`src/xs128_pkg.sv`:
```
package xs128_pkg;

  localparam int unsigned WordWidth = 32;
  localparam int unsigned FracWidth = 23;

  localparam logic [WordWidth-1:0] InitX = 32'd123456789;
  localparam logic [WordWidth-1:0] InitY = 32'd362436069;
  localparam logic [WordWidth-1:0] InitZ = 32'd521288629;
  localparam logic [WordWidth-1:0] InitW = 32'd88675123;

  // Dividend of range mode is the word with its sign bit cleared.
  localparam int unsigned DvdWidth = WordWidth - 1;

  typedef enum logic [1:0] {
    OP_RAW   = 2'd0,
    OP_RANGE = 2'd1,
    OP_FRAC  = 2'd2,
    OP_NONE  = 2'd3
  } opcode_t;

  typedef enum logic [1:0] {
    ST_IDLE,
    ST_LOAD,
    ST_DIV,
    ST_DONE
  } state_t;

  typedef struct packed {
    opcode_t            opcode;
    logic signed [31:0] range_low;
    logic signed [31:0] range_high;
  } req_t;

  typedef struct packed {
    logic signed [31:0] int_value;
    logic [22:0]        fraction;
    logic               span_error;
  } rsp_t;

endpackage

```
`src/xs128_state.sv`:
```
module xs128_state (
  input  logic        clk,
  input  logic        rst,
  input  logic        reload,
  input  logic [31:0] seed,
  input  logic        advance,
  output logic [31:0] word
);
  import xs128_pkg::*;

  logic [WordWidth-1:0] word_x;
  logic [WordWidth-1:0] word_y;
  logic [WordWidth-1:0] word_z;
  logic [WordWidth-1:0] word_w;
  logic [WordWidth-1:0] t_mix;
  logic [WordWidth-1:0] w_next;
  logic                 seed_positive;

  assign t_mix         = word_x ^ (word_x << 11);
  assign w_next        = word_w ^ (word_w >> 19) ^ t_mix ^ (t_mix >> 8);
  assign seed_positive = (seed != '0) && !seed[WordWidth-1];

  always_ff @(posedge clk) begin
    if (rst) begin
      word_x <= InitX;
      word_y <= InitY;
      word_z <= InitZ;
      word_w <= InitW;
    end else if (reload) begin
      word_x <= InitX;
      word_y <= InitY;
      word_z <= InitZ;
      word_w <= seed_positive ? seed : InitW;
    end else if (advance) begin
      word_x <= word_y;
      word_y <= word_z;
      word_z <= word_w;
      word_w <= w_next;
    end
  end

  assign word = word_w;

endmodule

```
`src/xs128_divider.sv`:
```
module xs128_divider (
  input  logic        clk,
  input  logic        rst,
  input  logic        start,
  input  logic [30:0] dividend,
  input  logic [31:0] divisor,
  output logic        done,
  output logic [31:0] remainder
);
  import xs128_pkg::*;

  localparam int unsigned CntWidth = $clog2(DvdWidth + 1);

  logic [DvdWidth-1:0]  dvd;
  logic [WordWidth-1:0] dvs;
  logic [WordWidth-1:0] rem;
  logic [WordWidth-1:0] trial;
  logic [WordWidth-1:0] rem_next;
  logic [CntWidth-1:0]  cnt;
  logic                 busy;

  // Shift in one dividend bit, subtract the divisor when it fits.
  assign trial    = {rem[WordWidth-2:0], dvd[DvdWidth-1]};
  assign rem_next = (trial >= dvs) ? (trial - dvs) : trial;

  always_ff @(posedge clk) begin
    if (rst) begin
      busy <= 1'b0;
      done <= 1'b0;
      cnt  <= '0;
    end else begin
      done <= 1'b0;
      if (start) begin
        busy <= 1'b1;
        cnt  <= CntWidth'(DvdWidth);
      end else if (busy) begin
        cnt <= cnt - 1'b1;
        if (cnt == CntWidth'(1)) begin
          busy <= 1'b0;
          done <= 1'b1;
        end
      end
    end
  end

  always_ff @(posedge clk) begin
    if (start) begin
      dvd <= dividend;
      dvs <= divisor;
      rem <= '0;
    end else if (busy) begin
      dvd <= {dvd[DvdWidth-2:0], 1'b0};
      rem <= rem_next;
    end
  end

  assign remainder = rem;

endmodule

```
`src/xorshift128_random_source.sv`:
```
// Xorshift128 random source with raw, range and fraction answers.
// Raw, fraction and unused opcodes and zero-span range requests pass from the
// input transfer to DONE, then the output register; other range requests pass
// LOAD and DIV first, where the bit-serial remainder unit retires one dividend
// bit per cycle over 31 bits. A new request is taken only back in IDLE.
// Reset (synchronous, rst high) loads the four words with their defaults.
module xorshift128_random_source (
  input  logic            clk,
  input  logic            rst,
  input  logic            cfg_valid,
  output logic            cfg_ready,
  input  logic [31:0]     cfg_data,
  input  logic            in_valid,
  output logic            in_ready,
  input  xs128_pkg::req_t in_data,
  output logic            out_valid,
  input  logic            out_ready,
  output xs128_pkg::rsp_t out_data
);
  import xs128_pkg::*;

  state_t               state;
  state_t               state_next;

  // Request fields held for the duration of one item.
  opcode_t              op;
  logic [WordWidth-1:0] low;
  logic [WordWidth-1:0] mag;
  logic                 span_zero;

  logic [WordWidth-1:0] span;
  logic [WordWidth-1:0] span_mag;
  logic                 in_xfer;
  logic                 cfg_xfer;
  logic                 div_start;
  logic                 div_done;
  logic [WordWidth-1:0] div_rem;
  logic                 out_load;
  logic [WordWidth-1:0] word;
  rsp_t                 result;

  // Configuration always taken; user must send it only while idle; unchecked.
  assign cfg_ready = 1'b1;
  assign cfg_xfer  = cfg_valid & cfg_ready;
  assign in_xfer   = in_valid & in_ready;

  // Span with 32-bit wrap, then its magnitude read as unsigned.
  assign span     = WordWidth'(in_data.range_high) - WordWidth'(in_data.range_low);
  assign span_mag = span[WordWidth-1] ? (~span + 1'b1) : span;

  // Advance the generator on every input transfer; reload on a seed write.
  xs128_state u_state (
    .clk     (clk),
    .rst     (rst),
    .reload  (cfg_xfer),
    .seed    (cfg_data),
    .advance (in_xfer),
    .word    (word)
  );

  // Remainder of the sign-cleared word by the span magnitude.
  xs128_divider u_divider (
    .clk       (clk),
    .rst       (rst),
    .start     (div_start),
    .dividend  (word[DvdWidth-1:0]),
    .divisor   (mag),
    .done      (div_done),
    .remainder (div_rem)
  );

  // Next state.
  always_comb begin
    state_next = state;
    unique case (state)
      ST_IDLE: begin
        if (in_xfer) begin
          if ((in_data.opcode == OP_RANGE) && (span != '0)) begin
            state_next = ST_LOAD;
          end else begin
            state_next = ST_DONE;
          end
        end
      end
      ST_LOAD: begin
        state_next = ST_DIV;
      end
      ST_DIV: begin
        if (div_done) begin
          state_next = ST_DONE;
        end
      end
      ST_DONE: begin
        if (!out_valid || out_ready) begin
          state_next = ST_IDLE;
        end
      end
      default: begin
        state_next = ST_IDLE;
      end
    endcase
  end

  // State outputs.
  always_comb begin
    in_ready  = 1'b0;
    div_start = 1'b0;
    out_load  = 1'b0;
    unique case (state)
      ST_IDLE: in_ready  = 1'b1;
      ST_LOAD: div_start = 1'b1;
      ST_DIV:  ;
      ST_DONE: out_load  = !out_valid || out_ready;
      default: ;
    endcase
  end

  always_ff @(posedge clk) begin
    if (rst) begin
      state <= ST_IDLE;
    end else begin
      state <= state_next;
    end
  end

  // Hold the request for the item in flight.
  always_ff @(posedge clk) begin
    if (in_xfer) begin
      op        <= in_data.opcode;
      low       <= WordWidth'(in_data.range_low);
      mag       <= span_mag;
      span_zero <= (span == '0);
    end
  end

  // Form the answer from the stepped word and, in range mode, the remainder.
  always_comb begin
    result = '0;
    unique case (op)
      OP_RAW: begin
        result.int_value = word;
      end
      OP_RANGE: begin
        if (span_zero) begin
          result.span_error = 1'b1;
        end else begin
          result.int_value = div_rem + low;
        end
      end
      OP_FRAC: begin
        result.fraction = word[FracWidth-1:0];
      end
      OP_NONE: begin
        result = '0;
      end
      default: begin
        result = '0;
      end
    endcase
  end

  // Output register: a waiting result does not stop the next input transfer.
  always_ff @(posedge clk) begin
    if (rst) begin
      out_valid <= 1'b0;
    end else if (out_load) begin
      out_valid <= 1'b1;
    end else if (out_ready) begin
      out_valid <= 1'b0;
    end
  end

  always_ff @(posedge clk) begin
    if (out_load) begin
      out_data <= result;
    end
  end

endmodule

```
`config.mk`:
```
export PLATFORM = sky130hd
export DESIGN_NAME = xorshift128_random_source
export DESIGN_NICKNAME = d
export VERILOG_FILES = /design/src/xs128_pkg.sv /design/src/xs128_state.sv /design/src/xs128_divider.sv /design/src/xorshift128_random_source.sv
export SDC_FILE = /design/constraint.sdc
export NUM_CORES = 1
export LEC_CHECK = 0
export BUFFER_PORTS_ARGS = -buffer_cell sky130_fd_sc_hd__buf_2
export CAP_MARGIN = 25
export CORE_UTILIZATION = 50
export CTS_CLUSTER_DIAMETER = 80
export DETAILED_ROUTE_END_ITERATION = 8
export PLACE_DENSITY_LB_ADDON = 0.2
export SYNTH_ARGS = -nofsm -noshare
export SYNTH_HDL_FRONTEND = slang
export SYNTH_SLANG_ARGS = --single-unit
```
`constraint.sdc`:
```
create_clock -name clk -period 3.6 [get_ports clk]
set_input_delay 0 -clock clk [delete_from_list [all_inputs] [get_ports clk]]
set_output_delay 0 -clock clk [all_outputs]
set_load 0.05 [all_outputs]
```
==> impl_metrics.yaml <==
setup_path:
  worstSetupStartpointType: "flip-flop"
  critical-path-slowest-cell: "edfxtp_1"
  end_kind: "flip-flop"
  sum_of_buffers_and_inverters_on_the_critical_path: 1
  critical_path.max_fanout: 5
  critical_path_class: "reg -> reg"
  required_ns: 3.89
  cell_by_cell_listing_of_the_critical_path: "ha_1 -> a21o_1 -> o311ai_2 -> buf_4 -> a21oi_1 -> o31a_1 -> a41o_1 -> o31a_1 -> a21o_1 -> a211o_1 -> a32o_1"
  r2r.worst_path.cells: 11
  arrival_ns: 3.77
  ff_to_ff_start: "low[4]"
  startpoint: "low[4]"
  rrSetupSlack_ns: 0.13
  critical_path.top_delay_family: "compound AO/OA/AOI/OAI gates"
  timing.critical_path.slowest_cell_delay_ns: 0.39
  reg2reg_to: "out_data[53]"
clock_network:
  clkTransAtPathRegs_ns: 0.06
  cts_root_buf: "clkbuf_16"
  clock_tree.buffer_depth: 3
  tritoncts_clock_tree: "built"
  cts.sinks: 356
  clk-insertion-delay-late_ns: 0.56
  cts_buffers: 40
  cts-htree-levels: 2
run:
  maxCapViolCount: 0
outcome:
  status: "completed"
synth:
  syn-instance-count: 2086
  synthDominantCellAreaShare_pct: 28.31
  synthFlopType: "edfxtp_1"
  synth_top_cells_by_count: "311 x nand2_1, 186 x edfxtp_1, 170 x dfxtp_1"
  synth-async-reset-ratio_pct: 0
  post_synth_num_cell_types: 87
  post_synth_instance_area_um2: 19730
  synthTopCellsByArea: "edfxtp_1 28%, dfxtp_1 17%, ha_1 6.5%"
  post-synth-top-count-cell: "nand2_1"
  share_of_the_yosys_chip_area_belonging_to_registers_pct: 45.56
  flops_latches_synth: 356
  synth-edff-count: 186
  avgSynthCellArea_um2: 9.458
  synth_area_leader_cell: "edfxtp_1"
  synth.net_count: 2294
  number_of_warnings_reported_in_the_yosys_synthesis_log: 0
place:
  io_buffer_count: 160
  hpwl_reported_at_the_end_of_detailed_placement_mm: 39.34
  gp_congestion: 0.9453
finish:
  area_of_the_multi_input_gates_um2: 10100
  sequential_cell_area_in_the_final_layout_um2: 8989
  fraction_of_final_layout_cells_sized_beyond_drive_strength_1_pct: 14.24
  insertedDiodeCount: 0
  num-fill-cells: 3282
  layout.nets: 2514
  flow.area_growth_from_synthesis_pct: 17.99
drt:
  met3_length_mm: 3.468
  detailroute.wirelength.met2_mm: 25.22
  finalWirelength_mm: 54.58
  drt_pre_antenna_iters: 6
  vias: 16430
  detail_route.vias_per_cell: 5.752
  top_signal_layer_used: "met4"
  ant_nets: 0
  wl_met1_mm: 23.58
  post-route-drc-count: 0
  drt_iter0_markers: 1183
  route.detailed.wl_per_inst_um: 19.11
global_routing:
  pin_count_of_the_biggest_net_entering_global_routing: 70
  globalRoute.totalOverflow: 0
  antenna_found_initial: 0
  grt_pass1_wl_mm: 84.50
  first_global_vias: 15610
  grt_util_all_layers_pct: 26.65
min_path:
  timing.hold.worst_endpoint: "u_state.word[14]"
  whs_path_depth: 5
  hold_class: "in -> reg"
  hold_path.startpoint: "cfg_data[31]"
power_and_ir_drop:
  p_leak_nw: 9.479
  power_density_over_cell_area_nw_per_um2: 795.8
  vdd_drop_max_mv: 0.3488
  fin_total_pwr_mw: 18.53
floorplan:
  die_area_um2: 40260
  ios: 162
  die_height_um: 200.6
  initial_utilization_pct: 50.81
  rows: 72
  core_area_um2: 38830
  die_width_um: 200.6
sta:
  f_max_mhz: 288.0
  tightestPinTransition_ns: 1.036
  finalCriticalPeriod_ns: 3.473
  max-slew-margin-rel_pct: 29.15
  hold_violations: 0
  fin_tns_setup_ns: 0
  setup_violations: 0
  final_min_period_over_clock_period_pct: 96.47
  slew_violations: 0
  finalClockSkew_ns: 0.02533
  rsz_0062_raised_after_global_routing: "no"
## metrics by stage
| stage | setup WS (ns) | hold slack, ns | instance area [um2] | std cells | util (%) |
|---|---|---|---|---|---|
| floorplan | 0.3010 | 0.09887 | 19730 | 2086 | - |
| global placement | 0.07366 | 0.1910 | 21180 | 2711 | 54.54 |
| detailed placement | 0.007273 | 0.1927 | 21180 | 2712 | 54.56 |
| CTS | 0.08905 | 0.0007456 | 23220 | 2855 | 59.82 |
| global route | 0.002431 | 0.03570 | 23280 | 2856 | 59.95 |
| finish | 0.1272 | 0.01573 | 23280 | 2856 | 59.95 |
## layout by cell type (no fill, tap or decap), types with 62 or more instances in the layout
cell type | synthesis | layout
nor2_1 | 134 | 132
ha_1 | 102 | 101
inv_1 | 96 | 96
nand3_1 | 79 | 79
xor2_1 | 62 | 62
o21ai_0 | 72 | 72
dlygate4sd3_1 | 0 | 69
nand2_1 | 311 | 310
buf_2 | 8 | 160
dfxtp_1 | 170 | 170
xnor2_1 | 132 | 132
a21oi_1 | 155 | 154
edfxtp_1 | 186 | 186
## flip-flops by register name, indices dropped and copies added, names as in the netlist
| signal | flops |
|---|---|
| low | 32 |
| mag | 32 |
| op | 2 |
| out_data | 56 |
| out_valid | 1 |
| span_zero | 1 |
| state | 2 |
| u_divider.busy | 1 |
| u_divider.cnt | 5 |
| u_divider.done | 1 |
| u_divider.dvd | 31 |
| u_divider.dvs | 32 |
| u_divider.remainder | 32 |
| u_state.word | 32 |
| u_state.word_x | 32 |
| u_state.word_y | 32 |
| u_state.word_z | 32 |
## repair_timing
action / CTS / global route
setup endpoints to repair: 1 / 18
resized for setup: 1 / 10
pin swaps: 0 / 2
hold endpoints to repair: 74 / 0
cloned: 0 / 0
buffers inserted: 0 / 1
hold buffers: 69 / 0
## how the worst max path moves through the flow
stage	to	slack (ns)	depth (start not counted)
6_report	out_data[53]	0.13	11
3_5_place_dp	out_data[53]	0.007	12
3_3_place_gp	state[1]	0.07	15
4_1_cts	out_data[53]	0.09	12
2_1_floorplan	out_data[53]	0.30	11
5_1_grt	u_divider.remainder[27]	0.002	11
## per-layer routing
layer / vias up / track usage (%)
li1: 7904 / -
met3: 130 / 3.490
met5: - / 0
met4: 0 / 11.59
met1: 7766 / 35.21
met2: 628 / 43.85
## report_power, final
part / internal [mW] / switching (mW)
Sequential: 5.59 / 0.777
Combinational: 3.18 / 4.75
Clock: 2.57 / 1.66
## logic make-up after synthesis
| family | after synthesis | synth area share, % |
|---|---|---|
| other | 1 | 0.01901 |
| multiplexers | 40 | 2.226 |
| XOR/XNOR | 195 | 8.695 |
| buffers and inverters | 190 | 3.685 |
| adder cells (fa/ha/maj) | 105 | 6.773 |
| AND/OR/NAND/NOR | 719 | 16.90 |
| flip-flops | 356 | 45.56 |
| AO/OA/AOI/OAI | 480 | 16.15 |
## tightest hold or removal path: stages
cell	delay, ns
buf_2	0.12
nor3_1	0.06
buf_4	0.18
nand2_1	0.08
a311oi_1	0.09
## layout make-up
| type | count | area share (%) |
|---|---|---|
| Clock buffer | 54 | 4.703 |
| Multi-Input combinational cell | 1540 | 43.40 |
| Inverter | 97 | 1.586 |
| Clock inverter | 20 | 1.102 |
| Sequential cell | 356 | 38.61 |
| Tap cell | 518 | 2.784 |
| Timing Repair Buffer | 271 | 7.815 |
Power figures use the tool's default switching activity.
